==> config.mk <==
export PLATFORM = sky130hd
export DESIGN_NAME = touch_sample_average_and_map
export DESIGN_NICKNAME = d
export VERILOG_FILES = /design/src/hw/rtl/tsam_pkg.sv /design/src/hw/rtl/tsam_div.sv /design/src/hw/rtl/tsam_datapath.sv /design/src/hw/rtl/tsam_ctrl.sv /design/src/hw/rtl/touch_sample_average_and_map.sv
export SDC_FILE = /design/constraint.sdc
export NUM_CORES = 2
export LEC_CHECK = 0
export BUFFER_PORTS_ARGS = -buffer_cell sky130_fd_sc_hd__buf_4
export CAP_MARGIN = 30
export CORE_ASPECT_RATIO = 0.9
export CORE_MARGIN = 10
export CORE_UTILIZATION = 49
export DETAILED_ROUTE_END_ITERATION = 16
export GPL_ROUTABILITY_DRIVEN = 0
export PLACE_DENSITY = 0.68
export SETUP_SLACK_MARGIN = 0.05
export SLEW_MARGIN = 40
export SYNTH_ARGS = -nofsm -noshare
export SYNTH_HDL_FRONTEND = slang
export SYNTH_SLANG_ARGS = --single-unit
==> constraint.sdc <==
create_clock -name aclk -period 28.4 [get_ports aclk]
set_input_delay 1.42 -clock aclk [delete_from_list [all_inputs] [get_ports aclk]]
set_output_delay 1.42 -clock aclk [all_outputs]
set_load 0.005 [all_outputs]
==> src/hw/rtl/tsam_pkg.sv <==
`timescale 1ns / 1ps
// ----------------------------------------------------------------------------
// tsam_pkg: shared types and constants for touch sample averaging
// Field widths, register map, controller states and the command and status
// groups that pass between the controller and the datapath.
// ----------------------------------------------------------------------------
package tsam_pkg;

    // Default burst length limit
    localparam int MAX_SAMPLES_DEF = 127;

    // Field widths
    localparam int RAW_W     = 13;
    localparam int AXIS_W    = 12;
    localparam int CAL_W     = 14;
    localparam int SIZE_W    = 12;
    localparam int MODE_W    = 2;
    localparam int COUNT_W   = 7;

    // Shared divider: dividend and divisor widths
    localparam int DIV_W     = 26;
    localparam int DVS_W     = 14;

    // Stream and register port widths
    localparam int S_TDATA_W = 32;
    localparam int M_TDATA_W = 48;
    localparam int ADDR_W    = 5;
    localparam int DATA_W    = 32;
    localparam int REG_IDX_W = 3;

    // Register indexes
    localparam logic [REG_IDX_W-1:0] REG_ORIENT       = 3'd0;
    localparam logic [REG_IDX_W-1:0] REG_SAMPLE_COUNT = 3'd1;
    localparam logic [REG_IDX_W-1:0] REG_CAL_X_LEFT   = 3'd2;
    localparam logic [REG_IDX_W-1:0] REG_CAL_X_RIGHT  = 3'd3;
    localparam logic [REG_IDX_W-1:0] REG_CAL_Y_TOP    = 3'd4;
    localparam logic [REG_IDX_W-1:0] REG_CAL_Y_BOTTOM = 3'd5;
    localparam logic [REG_IDX_W-1:0] REG_SCREEN_W     = 3'd6;
    localparam logic [REG_IDX_W-1:0] REG_SCREEN_H     = 3'd7;

    // Orientation modes (the unused code behaves as native)
    localparam logic [MODE_W-1:0] MODE_NATIVE        = 2'd0;
    localparam logic [MODE_W-1:0] MODE_ROT_PORTRAIT  = 2'd1;
    localparam logic [MODE_W-1:0] MODE_ROT_LANDSCAPE = 2'd2;

    // Register reset values
    localparam logic [MODE_W-1:0]  RST_ORIENT       = MODE_NATIVE;
    localparam logic [COUNT_W-1:0] RST_SAMPLE_COUNT = 7'd10;
    localparam logic [CAL_W-1:0]   RST_CAL_LOW      = 14'd0;
    localparam logic [CAL_W-1:0]   RST_CAL_HIGH     = 14'd4095;
    localparam logic [SIZE_W-1:0]  RST_SCREEN_W     = 12'd239;
    localparam logic [SIZE_W-1:0]  RST_SCREEN_H     = 12'd319;

    typedef struct packed {
        logic [MODE_W-1:0]  orientation_mode;
        logic [COUNT_W-1:0] sample_count;
        logic [CAL_W-1:0]   cal_x_left;
        logic [CAL_W-1:0]   cal_x_right;
        logic [CAL_W-1:0]   cal_y_top;
        logic [CAL_W-1:0]   cal_y_bottom;
        logic [SIZE_W-1:0]  screen_width;
        logic [SIZE_W-1:0]  screen_height;
    } cfg_t;

    typedef enum logic [2:0] {
        ST_IDLE,
        ST_AVG_LOAD,
        ST_AVG_RUN,
        ST_MAP_MUL,
        ST_MAP_LOAD,
        ST_MAP_RUN,
        ST_FINISH
    } state_t;

    // Controller to datapath
    typedef struct packed {
        logic accum;       // take one sampling slot
        logic div_start;   // launch both divider lanes
        logic div_map;     // divider operands: 0 averages, 1 screen map
        logic cap_avg;     // capture averages, apply orientation swap
        logic mul;         // register map products and signs
        logic load_out;    // fill output register, clear burst state
    } cmd_t;

    // Datapath to controller
    typedef struct packed {
        logic burst_end;   // the slot on the input closes the burst
        logic burst_ok;    // every slot of that burst counted
        logic div_done;    // divider lanes finished
    } sts_t;

endpackage

==> src/hw/rtl/tsam_div.sv <==
`timescale 1ns / 1ps
// ----------------------------------------------------------------------------
// tsam_div: unsigned restoring divider
// Produces one quotient bit per cycle; the quotient holds after done until
// the next start.
// ----------------------------------------------------------------------------
module tsam_div #(
    parameter int NUM_W = tsam_pkg::DIV_W,
    parameter int DEN_W = tsam_pkg::DVS_W
) (
    input  logic             aclk,
    input  logic             aresetn,
    input  logic             start,
    input  logic [NUM_W-1:0] dividend,
    input  logic [DEN_W-1:0] divisor,
    output logic [NUM_W-1:0] quotient,
    output logic             done
);

    localparam int STEP_W = (NUM_W > 1) ? $clog2(NUM_W) : 1;
    localparam logic [STEP_W-1:0] LAST_STEP = STEP_W'(NUM_W - 1);

    logic [NUM_W-1:0]  quo_reg,  quo_next;
    logic [DEN_W-1:0]  rem_reg,  rem_next;
    logic [DEN_W-1:0]  den_reg,  den_next;
    logic [STEP_W-1:0] step_reg, step_next;
    logic              busy_reg, busy_next;
    logic              done_reg, done_next;
    logic [DEN_W:0]    partial;
    logic              fits;

    // One restoring step: shift in the next dividend bit, subtract if it fits
    always_comb begin
        partial   = {rem_reg, quo_reg[NUM_W-1]};
        fits      = (partial >= {1'b0, den_reg});
        quo_next  = quo_reg;
        rem_next  = rem_reg;
        den_next  = den_reg;
        step_next = step_reg;
        busy_next = busy_reg;
        done_next = 1'b0;
        if (start) begin
            quo_next  = dividend;
            rem_next  = '0;
            den_next  = divisor;
            step_next = '0;
            busy_next = 1'b1;
        end else if (busy_reg) begin
            quo_next = {quo_reg[NUM_W-2:0], fits};
            rem_next = fits ? DEN_W'(partial - {1'b0, den_reg}) : partial[DEN_W-1:0];
            step_next = step_reg + 1'b1;
            if (step_reg == LAST_STEP) begin
                busy_next = 1'b0;
                done_next = 1'b1;
            end
        end
    end

    always_ff @(posedge aclk) begin
        if (!aresetn) begin
            busy_reg <= 1'b0;
            done_reg <= 1'b0;
            step_reg <= '0;
        end else begin
            busy_reg <= busy_next;
            done_reg <= done_next;
            step_reg <= step_next;
        end
    end

    // Operand and result registers
    always_ff @(posedge aclk) begin
        quo_reg <= quo_next;
        rem_reg <= rem_next;
        den_reg <= den_next;
    end

    assign quotient = quo_reg;
    assign done     = done_reg;

endmodule

==> src/hw/rtl/tsam_datapath.sv <==
`timescale 1ns / 1ps
// ----------------------------------------------------------------------------
// tsam_datapath: slot accumulation, averaging and screen mapping
// Holds the burst counters and sums, two divider lanes shared between the
// averaging and the mapping phase, and the output payload register.
// ----------------------------------------------------------------------------
module tsam_datapath #(
    parameter int MAX_SAMPLES = tsam_pkg::MAX_SAMPLES_DEF
) (
    input  logic                           aclk,
    input  logic                           aresetn,
    input  tsam_pkg::cfg_t                 cfg,
    input  logic [tsam_pkg::RAW_W-1:0]     raw_x,
    input  logic [tsam_pkg::RAW_W-1:0]     raw_y,
    input  logic                           pen_down,
    input  tsam_pkg::cmd_t                 cmd,
    output tsam_pkg::sts_t                 sts,
    output logic                           touch_valid,
    output logic [tsam_pkg::AXIS_W-1:0]    avg_first,
    output logic [tsam_pkg::AXIS_W-1:0]    avg_second,
    output logic [tsam_pkg::AXIS_W-1:0]    screen_x,
    output logic [tsam_pkg::AXIS_W-1:0]    screen_y
);

    localparam int CNT_W  = $clog2(MAX_SAMPLES + 1);
    localparam int CMP_W  = (CNT_W > tsam_pkg::COUNT_W) ? CNT_W : tsam_pkg::COUNT_W;
    localparam int SUM_W  = tsam_pkg::AXIS_W + CNT_W;
    localparam int AX_W   = tsam_pkg::AXIS_W;
    localparam int CAL_W  = tsam_pkg::CAL_W;
    localparam int SIZE_W = tsam_pkg::SIZE_W;
    localparam int DIV_W  = tsam_pkg::DIV_W;
    localparam int DVS_W  = tsam_pkg::DVS_W;
    localparam int DIFF_W = CAL_W + 1;
    localparam int SGN_W  = DIV_W + 2;
    localparam logic [CMP_W-1:0] MAX_N = CMP_W'(MAX_SAMPLES);

    // Burst state
    logic [CNT_W-1:0] slot_reg,  slot_next;
    logic [CNT_W-1:0] valid_reg, valid_next;
    logic [SUM_W-1:0] sum_x_reg, sum_x_next;
    logic [SUM_W-1:0] sum_y_reg, sum_y_next;
    logic             ok_reg;

    // Slot evaluation
    logic [CMP_W-1:0] n_eff;
    logic [CNT_W-1:0] slot_inc;
    logic [CNT_W-1:0] valid_inc;
    logic             slot_good;

    // Averages after orientation swap
    logic [AX_W-1:0] first_reg, second_reg;
    logic            native;
    logic            mirror_x, mirror_y;

    // Map lanes: 0 is screen x, 1 is screen y
    logic [AX_W-1:0]   lane_v      [2];
    logic [CAL_W-1:0]  lane_lo     [2];
    logic [CAL_W-1:0]  lane_hi     [2];
    logic [SIZE_W-1:0] lane_size   [2];
    logic              lane_mirror [2];
    logic [DIFF_W-1:0] diff        [2];
    logic [DIFF_W-1:0] span        [2];
    logic [CAL_W-1:0]  diff_mag    [2];
    logic [CAL_W-1:0]  span_mag    [2];
    logic [DIV_W-1:0]  prod        [2];

    logic [DIV_W-1:0]  prod_reg    [2];
    logic [DVS_W-1:0]  span_reg    [2];
    logic              neg_reg     [2];
    logic              zero_reg    [2];
    logic              mirror_reg  [2];
    logic [SIZE_W-1:0] size_reg    [2];

    // Divider lanes
    logic [DIV_W-1:0] div_num [2];
    logic [DVS_W-1:0] div_den [2];
    logic [DIV_W-1:0] div_quo [2];
    logic             div_done [2];
    logic [AX_W-1:0]  coord   [2];

    // Finish one coordinate: sign, mirror, zero span and clamp to 0..size
    function automatic logic [AX_W-1:0] map_finish(
        input logic [DIV_W-1:0]  q,
        input logic              neg,
        input logic              mirror,
        input logic              zero,
        input logic [SIZE_W-1:0] size
    );
        logic [SGN_W-1:0] q_ext;
        logic [SGN_W-1:0] q_sgn;
        logic [SGN_W-1:0] s_ext;
        logic [SGN_W-1:0] c;
        logic [AX_W-1:0]  res;
        q_ext = SGN_W'(q);
        s_ext = SGN_W'(size);
        q_sgn = neg ? (~q_ext + 1'b1) : q_ext;
        c     = mirror ? (s_ext - q_sgn) : q_sgn;
        priority if (zero) begin
            res = '0;
        end else if (c[SGN_W-1]) begin
            res = '0;
        end else if (c > s_ext) begin
            res = size;
        end else begin
            res = c[AX_W-1:0];
        end
        return res;
    endfunction

    // Effective burst length: zero acts as one, capped at the limit
    always_comb begin
        priority if (cfg.sample_count == '0) begin
            n_eff = CMP_W'(1);
        end else if (CMP_W'(cfg.sample_count) > MAX_N) begin
            n_eff = MAX_N;
        end else begin
            n_eff = CMP_W'(cfg.sample_count);
        end
    end

    // Evaluate the slot on the input
    assign slot_good = pen_down
                    && (raw_x != '0) && !raw_x[tsam_pkg::RAW_W-1]
                    && (raw_y != '0) && !raw_y[tsam_pkg::RAW_W-1];
    assign slot_inc  = slot_reg + 1'b1;
    assign valid_inc = valid_reg + CNT_W'(slot_good);

    assign sts.burst_end = (CMP_W'(slot_inc) >= n_eff);
    assign sts.burst_ok  = (valid_inc == slot_inc);
    assign sts.div_done  = div_done[0];

    // Advance or clear the burst counters and sums
    always_comb begin
        slot_next  = slot_reg;
        valid_next = valid_reg;
        sum_x_next = sum_x_reg;
        sum_y_next = sum_y_reg;
        priority if (cmd.load_out) begin
            slot_next  = '0;
            valid_next = '0;
            sum_x_next = '0;
            sum_y_next = '0;
        end else if (cmd.accum) begin
            slot_next  = slot_inc;
            valid_next = valid_inc;
            if (slot_good) begin
                sum_x_next = sum_x_reg + SUM_W'(raw_x[AX_W-1:0]);
                sum_y_next = sum_y_reg + SUM_W'(raw_y[AX_W-1:0]);
            end
        end
    end

    always_ff @(posedge aclk) begin
        if (!aresetn) begin
            slot_reg  <= '0;
            valid_reg <= '0;
            sum_x_reg <= '0;
            sum_y_reg <= '0;
        end else begin
            slot_reg  <= slot_next;
            valid_reg <= valid_next;
            sum_x_reg <= sum_x_next;
            sum_y_reg <= sum_y_next;
        end
    end

    // Orientation decode; the unused mode code behaves as native
    assign mirror_x = (cfg.orientation_mode == tsam_pkg::MODE_ROT_PORTRAIT);
    assign mirror_y = (cfg.orientation_mode == tsam_pkg::MODE_ROT_LANDSCAPE);
    assign native   = !mirror_x && !mirror_y;

    // Select window and size per lane
    always_comb begin
        lane_v[0]      = first_reg;
        lane_lo[0]     = native ? cfg.cal_x_left    : cfg.cal_y_top;
        lane_hi[0]     = native ? cfg.cal_x_right   : cfg.cal_y_bottom;
        lane_size[0]   = native ? cfg.screen_width  : cfg.screen_height;
        lane_mirror[0] = mirror_x;
        lane_v[1]      = second_reg;
        lane_lo[1]     = native ? cfg.cal_y_top     : cfg.cal_x_left;
        lane_hi[1]     = native ? cfg.cal_y_bottom  : cfg.cal_x_right;
        lane_size[1]   = native ? cfg.screen_height : cfg.screen_width;
        lane_mirror[1] = mirror_y;
    end

    // Offset, span and magnitude product per lane
    always_comb begin
        for (int i = 0; i < 2; i++) begin
            diff[i]     = DIFF_W'(lane_v[i]) - DIFF_W'(lane_lo[i]);
            span[i]     = DIFF_W'(lane_hi[i]) - DIFF_W'(lane_lo[i]);
            diff_mag[i] = diff[i][DIFF_W-1] ? CAL_W'(~diff[i] + 1'b1) : diff[i][CAL_W-1:0];
            span_mag[i] = span[i][DIFF_W-1] ? CAL_W'(~span[i] + 1'b1) : span[i][CAL_W-1:0];
            prod[i]     = DIV_W'(diff_mag[i]) * DIV_W'(lane_size[i]);
        end
    end

    // Capture averages, burst status and map operands
    always_ff @(posedge aclk) begin
        if (cmd.cap_avg) begin
            first_reg  <= native ? div_quo[1][AX_W-1:0] : div_quo[0][AX_W-1:0];
            second_reg <= native ? div_quo[0][AX_W-1:0] : div_quo[1][AX_W-1:0];
        end
        if (cmd.accum && sts.burst_end) begin
            ok_reg <= sts.burst_ok;
        end
        for (int i = 0; i < 2; i++) begin
            if (cmd.mul) begin
                prod_reg[i]   <= prod[i];
                span_reg[i]   <= DVS_W'(span_mag[i]);
                neg_reg[i]    <= diff[i][DIFF_W-1] ^ span[i][DIFF_W-1];
                zero_reg[i]   <= (span[i] == '0);
                mirror_reg[i] <= lane_mirror[i];
                size_reg[i]   <= lane_size[i];
            end
        end
    end

    // Divider operands: sums by slot count, or map product by span
    always_comb begin
        div_num[0] = cmd.div_map ? prod_reg[0] : DIV_W'(sum_x_reg);
        div_num[1] = cmd.div_map ? prod_reg[1] : DIV_W'(sum_y_reg);
        div_den[0] = cmd.div_map ? span_reg[0] : DVS_W'(slot_reg);
        div_den[1] = cmd.div_map ? span_reg[1] : DVS_W'(slot_reg);
    end

    for (genvar g = 0; g < 2; g++) begin : g_lane
        tsam_div #(
            .NUM_W (DIV_W),
            .DEN_W (DVS_W)
        ) u_div (
            .aclk     (aclk),
            .aresetn  (aresetn),
            .start    (cmd.div_start),
            .dividend (div_num[g]),
            .divisor  (div_den[g]),
            .quotient (div_quo[g]),
            .done     (div_done[g])
        );

        assign coord[g] = map_finish(div_quo[g], neg_reg[g], mirror_reg[g],
                                     zero_reg[g], size_reg[g]);
    end

    // Output payload; an invalid burst reports zeros
    always_ff @(posedge aclk) begin
        if (cmd.load_out) begin
            touch_valid <= ok_reg;
            avg_first   <= ok_reg ? first_reg  : '0;
            avg_second  <= ok_reg ? second_reg : '0;
            screen_x    <= ok_reg ? coord[0]   : '0;
            screen_y    <= ok_reg ? coord[1]   : '0;
        end
    end

endmodule

==> src/hw/rtl/tsam_ctrl.sv <==
`timescale 1ns / 1ps
// ----------------------------------------------------------------------------
// tsam_ctrl: burst sequencer
// Accepts sampling slots, runs the averaging and mapping divisions at the end
// of a burst whose slots all counted, and owns the output valid flag.
// ----------------------------------------------------------------------------
module tsam_ctrl (
    input  logic           aclk,
    input  logic           aresetn,
    input  logic           s_tvalid,
    output logic           s_tready,
    output logic           m_tvalid,
    input  logic           m_tready,
    input  tsam_pkg::sts_t sts,
    output tsam_pkg::cmd_t cmd
);

    tsam_pkg::state_t state_reg, state_next;
    logic             m_tvalid_reg, m_tvalid_next;

    // State register and output valid
    always_ff @(posedge aclk) begin
        if (!aresetn) begin
            state_reg    <= tsam_pkg::ST_IDLE;
            m_tvalid_reg <= 1'b0;
        end else begin
            state_reg    <= state_next;
            m_tvalid_reg <= m_tvalid_next;
        end
    end

    // Next state and commands
    always_comb begin
        state_next    = state_reg;
        m_tvalid_next = m_tvalid_reg && !m_tready;
        s_tready      = 1'b0;
        cmd           = '0;
        unique case (state_reg)
            tsam_pkg::ST_IDLE: begin
                s_tready = 1'b1;
                if (s_tvalid) begin
                    cmd.accum = 1'b1;
                    if (sts.burst_end) begin
                        state_next = sts.burst_ok ? tsam_pkg::ST_AVG_LOAD
                                                  : tsam_pkg::ST_FINISH;
                    end
                end
            end
            tsam_pkg::ST_AVG_LOAD: begin
                cmd.div_start = 1'b1;
                state_next    = tsam_pkg::ST_AVG_RUN;
            end
            tsam_pkg::ST_AVG_RUN: begin
                if (sts.div_done) begin
                    cmd.cap_avg = 1'b1;
                    state_next  = tsam_pkg::ST_MAP_MUL;
                end
            end
            tsam_pkg::ST_MAP_MUL: begin
                cmd.mul    = 1'b1;
                state_next = tsam_pkg::ST_MAP_LOAD;
            end
            tsam_pkg::ST_MAP_LOAD: begin
                cmd.div_start = 1'b1;
                cmd.div_map   = 1'b1;
                state_next    = tsam_pkg::ST_MAP_RUN;
            end
            tsam_pkg::ST_MAP_RUN: begin
                cmd.div_map = 1'b1;
                if (sts.div_done) begin
                    state_next = tsam_pkg::ST_FINISH;
                end
            end
            tsam_pkg::ST_FINISH: begin
                // Hold until the output register is free
                if (!m_tvalid_reg || m_tready) begin
                    cmd.load_out  = 1'b1;
                    m_tvalid_next = 1'b1;
                    state_next    = tsam_pkg::ST_IDLE;
                end
            end
            default: begin
                state_next = tsam_pkg::ST_IDLE;
            end
        endcase
    end

    assign m_tvalid = m_tvalid_reg;

endmodule

==> src/hw/rtl/touch_sample_average_and_map.sv <==
`timescale 1ns / 1ps
// ----------------------------------------------------------------------------
// touch_sample_average_and_map: resistive touch averaging and calibration
// Each input transaction is one sampling slot (raw X/Y pair and pen flag).
// After a burst of slots one result transaction carries the averages and the
// calibrated screen coordinates.
//
// Usage:
//   s_ channel: one transaction per slot; a slot that does not end a burst
//   is taken and the block stays ready for the next slot.
//   m_ channel: one transaction per burst; after the slot that ends the
//   burst the two divider lanes run the averages, then the screen map, and
//   the result is loaded into the output register, which raises m_tvalid;
//   a burst with an invalid slot goes straight to the load. s_tready is
//   low while the lanes run.
//   The output register lets the next burst fill while a result waits; a
//   burst that ends before the waiting result is taken holds in its last step
//   until m_tready frees the register.
//   Configuration goes through the register port while the block is idle.
//   Reset clears the burst counters and sums, drops m_tvalid and loads the
//   register defaults.
// ----------------------------------------------------------------------------
module touch_sample_average_and_map #(
    parameter int MAX_SAMPLES = tsam_pkg::MAX_SAMPLES_DEF
) (
    input  logic                            aclk,
    input  logic                            aresetn,

    // Sampling slots
    input  logic                            s_tvalid,
    output logic                            s_tready,
    input  logic [tsam_pkg::S_TDATA_W-1:0]  s_tdata,   // raw_x[12:0], raw_y[25:13]
    input  logic                            s_tuser,   // pen_down

    // Burst results
    output logic                            m_tvalid,
    input  logic                            m_tready,
    // avg_first[11:0], avg_second[23:12], screen_x[35:24], screen_y[47:36]
    output logic [tsam_pkg::M_TDATA_W-1:0]  m_tdata,
    output logic                            m_tuser,   // touch_valid

    // Register port
    input  logic                            psel,
    input  logic                            penable,
    input  logic                            pwrite,
    input  logic [tsam_pkg::ADDR_W-1:0]     paddr,
    input  logic [tsam_pkg::DATA_W-1:0]     pwdata,
    output logic [tsam_pkg::DATA_W-1:0]     prdata,
    output logic                            pready
);

    localparam int RAW_W  = tsam_pkg::RAW_W;
    localparam int AX_W   = tsam_pkg::AXIS_W;
    localparam int DATA_W = tsam_pkg::DATA_W;

    tsam_pkg::cfg_t cfg_reg, cfg_next;
    tsam_pkg::cmd_t cmd;
    tsam_pkg::sts_t sts;

    logic [tsam_pkg::REG_IDX_W-1:0] reg_idx;
    logic                           reg_wr;
    logic [AX_W-1:0]                avg_first, avg_second, screen_x, screen_y;

    // Register port: write on the access cycle, no wait states
    assign pready  = 1'b1;
    assign reg_idx = paddr[tsam_pkg::ADDR_W-1:2];
    assign reg_wr  = psel && penable && pwrite && pready;

    always_comb begin
        cfg_next = cfg_reg;
        if (reg_wr) begin
            unique case (reg_idx)
                tsam_pkg::REG_ORIENT:
                    cfg_next.orientation_mode = pwdata[tsam_pkg::MODE_W-1:0];
                tsam_pkg::REG_SAMPLE_COUNT:
                    cfg_next.sample_count = pwdata[tsam_pkg::COUNT_W-1:0];
                tsam_pkg::REG_CAL_X_LEFT:
                    cfg_next.cal_x_left = pwdata[tsam_pkg::CAL_W-1:0];
                tsam_pkg::REG_CAL_X_RIGHT:
                    cfg_next.cal_x_right = pwdata[tsam_pkg::CAL_W-1:0];
                tsam_pkg::REG_CAL_Y_TOP:
                    cfg_next.cal_y_top = pwdata[tsam_pkg::CAL_W-1:0];
                tsam_pkg::REG_CAL_Y_BOTTOM:
                    cfg_next.cal_y_bottom = pwdata[tsam_pkg::CAL_W-1:0];
                tsam_pkg::REG_SCREEN_W:
                    cfg_next.screen_width = pwdata[tsam_pkg::SIZE_W-1:0];
                tsam_pkg::REG_SCREEN_H:
                    cfg_next.screen_height = pwdata[tsam_pkg::SIZE_W-1:0];
            endcase
        end
    end

    always_ff @(posedge aclk) begin
        if (!aresetn) begin
            cfg_reg.orientation_mode <= tsam_pkg::RST_ORIENT;
            cfg_reg.sample_count     <= tsam_pkg::RST_SAMPLE_COUNT;
            cfg_reg.cal_x_left       <= tsam_pkg::RST_CAL_LOW;
            cfg_reg.cal_x_right      <= tsam_pkg::RST_CAL_HIGH;
            cfg_reg.cal_y_top        <= tsam_pkg::RST_CAL_LOW;
            cfg_reg.cal_y_bottom     <= tsam_pkg::RST_CAL_HIGH;
            cfg_reg.screen_width     <= tsam_pkg::RST_SCREEN_W;
            cfg_reg.screen_height    <= tsam_pkg::RST_SCREEN_H;
        end else begin
            cfg_reg <= cfg_next;
        end
    end

    // Register read back
    always_comb begin
        unique case (reg_idx)
            tsam_pkg::REG_ORIENT:       prdata = DATA_W'(cfg_reg.orientation_mode);
            tsam_pkg::REG_SAMPLE_COUNT: prdata = DATA_W'(cfg_reg.sample_count);
            tsam_pkg::REG_CAL_X_LEFT:   prdata = DATA_W'(cfg_reg.cal_x_left);
            tsam_pkg::REG_CAL_X_RIGHT:  prdata = DATA_W'(cfg_reg.cal_x_right);
            tsam_pkg::REG_CAL_Y_TOP:    prdata = DATA_W'(cfg_reg.cal_y_top);
            tsam_pkg::REG_CAL_Y_BOTTOM: prdata = DATA_W'(cfg_reg.cal_y_bottom);
            tsam_pkg::REG_SCREEN_W:     prdata = DATA_W'(cfg_reg.screen_width);
            tsam_pkg::REG_SCREEN_H:     prdata = DATA_W'(cfg_reg.screen_height);
        endcase
    end

    tsam_ctrl u_ctrl (
        .aclk     (aclk),
        .aresetn  (aresetn),
        .s_tvalid (s_tvalid),
        .s_tready (s_tready),
        .m_tvalid (m_tvalid),
        .m_tready (m_tready),
        .sts      (sts),
        .cmd      (cmd)
    );

    tsam_datapath #(
        .MAX_SAMPLES (MAX_SAMPLES)
    ) u_datapath (
        .aclk        (aclk),
        .aresetn     (aresetn),
        .cfg         (cfg_reg),
        .raw_x       (s_tdata[RAW_W-1:0]),
        .raw_y       (s_tdata[2*RAW_W-1:RAW_W]),
        .pen_down    (s_tuser),
        .cmd         (cmd),
        .sts         (sts),
        .touch_valid (m_tuser),
        .avg_first   (avg_first),
        .avg_second  (avg_second),
        .screen_x    (screen_x),
        .screen_y    (screen_y)
    );

    // Pack the result fields, lowest field first
    assign m_tdata = {screen_y, screen_x, avg_second, avg_first};

endmodule

== Word level (Yosys, flattened, before mapping) ==
Memories as Yosys holds them, arrays and structs flattened.
Index checks and enable logic that the tools add are counted.

* Bits in registers: 340
* Input port bits: 77
* Output and inout bits: 84
* Memory bits (writable): 110
* Memories kept: 6
* Word-level logic and storage cells: 204

{| class="wikitable"
|+ Memories
! memory !! depth !! width !! read ports !! clocked after Yosys merged registers in !! write ports !! line !! text
|-
| u_datapath.prod_reg || 2 || 26 || 2 || 0 || 2 || tsam_datapath.sv:67 || <nowiki>logic [DIV_W-1:0] prod_reg [2];</nowiki>
|-
| u_datapath.span_reg || 2 || 14 || 2 || 0 || 2 || tsam_datapath.sv:68 || <nowiki>logic [DVS_W-1:0] span_reg [2];</nowiki>
|-
| u_datapath.size_reg || 2 || 12 || 2 || 0 || 2 || tsam_datapath.sv:72 || <nowiki>logic [SIZE_W-1:0] size_reg [2];</nowiki>
|-
| u_datapath.mirror_reg || 2 || 1 || 2 || 0 || 2 || tsam_datapath.sv:71 || <nowiki>logic mirror_reg [2];</nowiki>
|-
| u_datapath.neg_reg || 2 || 1 || 2 || 0 || 2 || tsam_datapath.sv:69 || <nowiki>logic neg_reg [2];</nowiki>
|-
| u_datapath.zero_reg || 2 || 1 || 2 || 0 || 2 || tsam_datapath.sv:70 || <nowiki>logic zero_reg [2];</nowiki>
|}

* $add $sub $neg: 20
* $lt $le $gt $ge: 6
* Eq/ne operators: 23
* Mux-type cells: 59
* Multiply operators: 2
* Reductions and logical operators: 42
* Bitwise gates (word level): 11

{| class="wikitable"
|+ Operators by type and width
! cell !! count
|-
| $pmux W32 S8 || 1
|-
| $mux W26 || 6
|-
| $mux W14 || 10
|-
| $mux W28 || 4
|-
| $mux W12 || 6
|-
| $add A14 B1 Y14 const B || 4
|-
| $add A28 B1 Y28 const B || 2
|-
| $gt A28 B12 Y1 || 2
|-
| $not A14 Y14 || 4
|-
| $not A26 Y28 || 2
|-
| $sub A12 B28 Y28 || 2
|-
| $mul A14 B12 Y26 || 2
|-
| $add A19 B12 Y19 || 2
|-
| $ge A15 B14 Y1 || 2
|-
| $logic_not A15 Y1 || 2
|-
| $sub A12 B14 Y15 || 2
|-
| $sub A14 B14 Y15 || 2
|-
| $mux W7 || 4
|-
| $sub A14 B14 Y14 || 2
|-
| $reduce_bool A13 Y1 || 2
|-
| $eq A3 B3 Y1 const B || 7
|-
| $mux W1 || 21
|-
| $pmux W3 S7 || 1
|-
| $mux W3 || 6
|-
| other kinds (25) || 65
|}

== Depth between registers and ports, before layout ==
* Depth after elaboration: 11
* Gate-level depth with buffers: 43
* Depth with buffers taken out: 36

== Hierarchy ==
A second synthesis with hierarchy kept.

* Cells, all modules: 4562
* Area total of the unflattened synthesis: 41666.2 µm²

{| class="wikitable"
|+ By module, submodules not included
! module !! instances !! seq. area each (µm²) !! area an instance (µm²) !! cells each
|-
| tsam_datapath || 1 || 6566.3 || 30416.7 || 3412
|-
| touch_sample_average_and_map || 1 || 1781.7 || 4259.1 || 514
|-
| tsam_div at u_datapath.g_lane[1].u_div || 1 || 1621.6 || 3357.0 || 298
|-
| tsam_div at u_datapath.g_lane[0].u_div || 1 || 1621.6 || 3311.9 || 299
|-
| tsam_ctrl || 1 || 80.1 || 321.6 || 39
|}

== Worst setup path before layout ==
No wires, ideal clock.

* Path type: register -> register
* Start point: register cfg_reg[87] (netlist bit)
* End point: memory u_datapath.prod_reg[0][25], data pin
* Data required time: 28120 ps
* Path buffers: 8
* Setup slack: 18015 ps
* Cell stages (with the launch flop): 36
* Data arrival time: 10105 ps
* Setup time: 280 ps
* Period minus slack after synthesis: 10385 ps
* Path through: dfxtp_1 inv_1 ha_1 buf_2 buf_1 clkbuf_1 buf_1 clkbuf_1 buf_1 mux2i_1 ha_1 buf_1 o221a_2 a2111o_1 a21o_1 a2111oi_0 nor4b_1 nor2_1 xnor2_1 clkbuf_1 nand2_1 fa_1 fa_1 inv_1 fa_1 fa_1 inv_1 fa_1 inv_1 ha_1 or3_1 a2111oi_0 nor4_1 nor3_1 a211o_1 o211ai_1

{| class="wikitable"
|+ RTL lines
! item !! line !! text
|-
| start, declared || touch_sample_average_and_map.sv:56 || <nowiki>tsam_pkg::cfg_t cfg_reg, cfg_next;</nowiki>
|-
| start signal, assigned || touch_sample_average_and_map.sv:104 || <nowiki>cfg_reg <= cfg_next;</nowiki>
|-
| end, declared || tsam_datapath.sv:67 ||
|}

==> flow_metrics.tcl <==
set metrics [dict create \
    status "complete, no violations" \
    htreeDepth 2 \
    drtIter0Drc 3546 \
    critPathLaunchType "register" \
    synth_async_sr_flop_share 0 \
    maxCapViolations 0 \
    crit_type "reg2reg" \
    critical-path-max-stage-delay_ns 0.58 \
    fin_util 0.541 \
    fin_crit_ns 10.46 \
    first_pass_iters 6 \
    syn_to_final_growth_pct 9.07 \
    power_density_nw_per_um2 54.6 \
    rows 100 \
    timing.hold.ws_ns 0.481 \
    placed_area_um2 42800 \
    max_slew.worst_pin.slew_ns 0.848 \
    cp_num_buf_inv 6 \
    ant_nets 0 \
    crit_family "adder cells" \
    path_depth 34 \
    clock.fmax_mhz 95.6 \
    cp.arrival_ns 10.83 \
    end_kind "register" \
    crit_fanout 42 \
    die_x_um 325 \
    slew_headroom 0.419 \
    grt_first_pass_wirelength_mm 188 \
    hold_buffers 0 \
    hpwlAfterDp_mm 90.8 \
    boundaryPins 161 \
    nets 5252 \
    path_clk_slew_ns 0.06 \
    grt_usage 0.244 \
    rsz0062_at_grt "no" \
    io_buffer_count 115 \
    finalClockSkew_ns 0.0622 \
    cts_root_buf "clkbuf_16" \
    synth_area_um2 41000 \
    cts_resized 0 \
    coreArea_um2 82800 \
    start_util 0.496 \
    drc_errors 0 \
    synth.distinct_cells 99 \
    slew_violations 0 \
    clk_latency_ns 0.66 \
    finalSetupViolations 0 \
    required_ns 28.77 \
    syn_inst 4640 \
    largest_reg_flops 89 \
    hold_violations 0 \
    synth-edff-count 264 \
    avgSynthCellArea_um2 8.85 \
    ys_seq_area_frac 0.284 \
    cts_setup_buffers 0 \
    yosysWarnings 0 \
    routed_wl_mm 119 \
    slowest_stage "fa_1" \
    cts_buffers 53 \
    ir_drop_mv 0.0545 \
    grt_max_degree 99 \
    finalSetupTns_ns 0 \
    grt_pass1_vias 32793 \
    tritoncts "built" \
    period_share 0.368 \
    holdPathStages 2 \
    antenna_found_initial 3 \
    drive_gt1_frac 0.0896 \
    vias 34252 \
    overflow 0 \
    clock_path_buffers 3 \
    cts_sinks 450 \
    die_h_um 295 \
    routedWlPerCell_um 20.6 \
    viasPerCell 5.91 \
    synth_flop_cell "edfxtp_1" \
    reg2regPathDepth 34 \
    stdcell_area_um2 44800 \
    hold_path_class "reg2reg" \
    die_area_um2 95800 \
    ys_seq_elements 450 \
    p_leak_uw 0.0192 \
]
## report_power, final
part / total (µW) / internal, µW / switching [µW]
Sequential: 806 / 760 / 46.2
Clock: 748 / 443 / 305
Combinational: 893 / 375 / 519
## layout make-up
type | instances | area, µm²
antenna | 1 | 2.50
clock buffer | 69 | 1470
clock inverter | 30 | 430
fill | 7577 | 38100
inverter | 434 | 1630
multi-input combinational | 3529 | 26900
sequential | 450 | 11700
tap | 1122 | 1400
timing repair buffer | 164 | 1270
## through the flow
step,setup WS (ns),std cells,power (µW)
final,17.94,5799,2450
after global routing,17.38,5799,2600
after CTS,17.74,5796,2440
after detailed placement,17.78,5697,1690
after global placement,17.47,5695,1670
after floorplan,18.01,4657,1480
## cells in the mapped netlist, types with 11 or more instances
| library cell | instances | area [µm²] |
|---|---|---|
| and3_1 | 38 | 238 |
| o31a_1 | 13 | 114 |
| a2111oi_0 | 11 | 96.3 |
| nor3_1 | 86 | 430 |
| nand4_1 | 37 | 231 |
| or3_1 | 55 | 344 |
| a21oi_1 | 237 | 1190 |
| buf_1 | 32 | 120 |
| a211oi_1 | 21 | 158 |
| a21o_1 | 49 | 368 |
| nand2_1 | 585 | 2200 |
| nand2b_1 | 53 | 332 |
| xor2_1 | 106 | 928 |
| dfxtp_1 | 186 | 3720 |
| inv_1 | 430 | 1610 |
| clkbuf_1 | 173 | 649 |
| nor2b_1 | 57 | 357 |
| o21a_1 | 31 | 233 |
| and2_1 | 61 | 382 |
| o22ai_1 | 83 | 519 |
| a31oi_1 | 21 | 131 |
| edfxtp_1 | 264 | 7930 |
| or2_2 | 21 | 131 |
| nor2_1 | 356 | 1340 |
| o21ai_0 | 152 | 761 |
| a22o_1 | 11 | 96.3 |
| o22a_1 | 31 | 272 |
| buf_4 | 22 | 165 |
| xnor2_1 | 175 | 1530 |
| nand3_1 | 141 | 706 |
| nor4_1 | 38 | 238 |
| mux2_2 | 73 | 822 |
| a21boi_0 | 60 | 450 |
| o31ai_1 | 26 | 195 |
| ha_1 | 295 | 3690 |
| o211ai_1 | 24 | 180 |
| fa_1 | 248 | 4960 |
| o221ai_1 | 12 | 105 |
| mux2i_1 | 99 | 991 |
## per-layer routing
layer	up-vias	share of wire	global-route usage
met5	-	0.00015	0
met4	2	0.025	0.0628
met3	174	0.093	0.0437
met2	1508	0.42	0.368
met1	16471	0.46	0.356
li1	16097	-	-
## final timing paths
check	from	to	slack [ns]
max	cfg_reg[87]	u_datapath.prod_reg[0][51]	17.94
min reg2reg	u_datapath.valid_reg[0]	u_datapath.valid_reg[0]	0.48
min	u_datapath.valid_reg[0]	u_datapath.valid_reg[0]	0.48
max reg2reg	cfg_reg[87]	u_datapath.prod_reg[0][51]	17.94
## cell usage in the layout, fill, tap and decap left out, types with 83 or more instances in the layout
master,netlist,routed
a21oi_1,237,237
fa_1,248,248
mux2i_1,99,98
ha_1,295,294
nand3_1,141,141
dfxtp_1,186,184
nor2_1,356,351
o21ai_0,152,151
o22ai_1,83,83
xnor2_1,175,171
xor2_1,106,106
nor3_1,86,86
nand2_1,585,584
inv_1,430,429
buf_4,22,159
edfxtp_1,264,264
## logic make-up (layout without fill, tap and decap cells)
group,after synthesis,after routing,share of synthesized area
DFF,450,450,0.284
xor gates and xnor gates,284,284,0.0611
muxes,176,176,0.0461
and+or+nand+nor,1588,1588,0.182
buffers and inverters,678,697,0.0654
adders and majority gates,548,548,0.212
other,2,20,0.000183
AOI/OAI and AO/OA,914,914,0.150
## tightest hold or removal path, stage by stage, from the launching register on
cell	delay (ns)
dfxtp_1	0.32
nand2_1	0.05
a21oi_1	0.06
(Power assumes the default switching activity.)
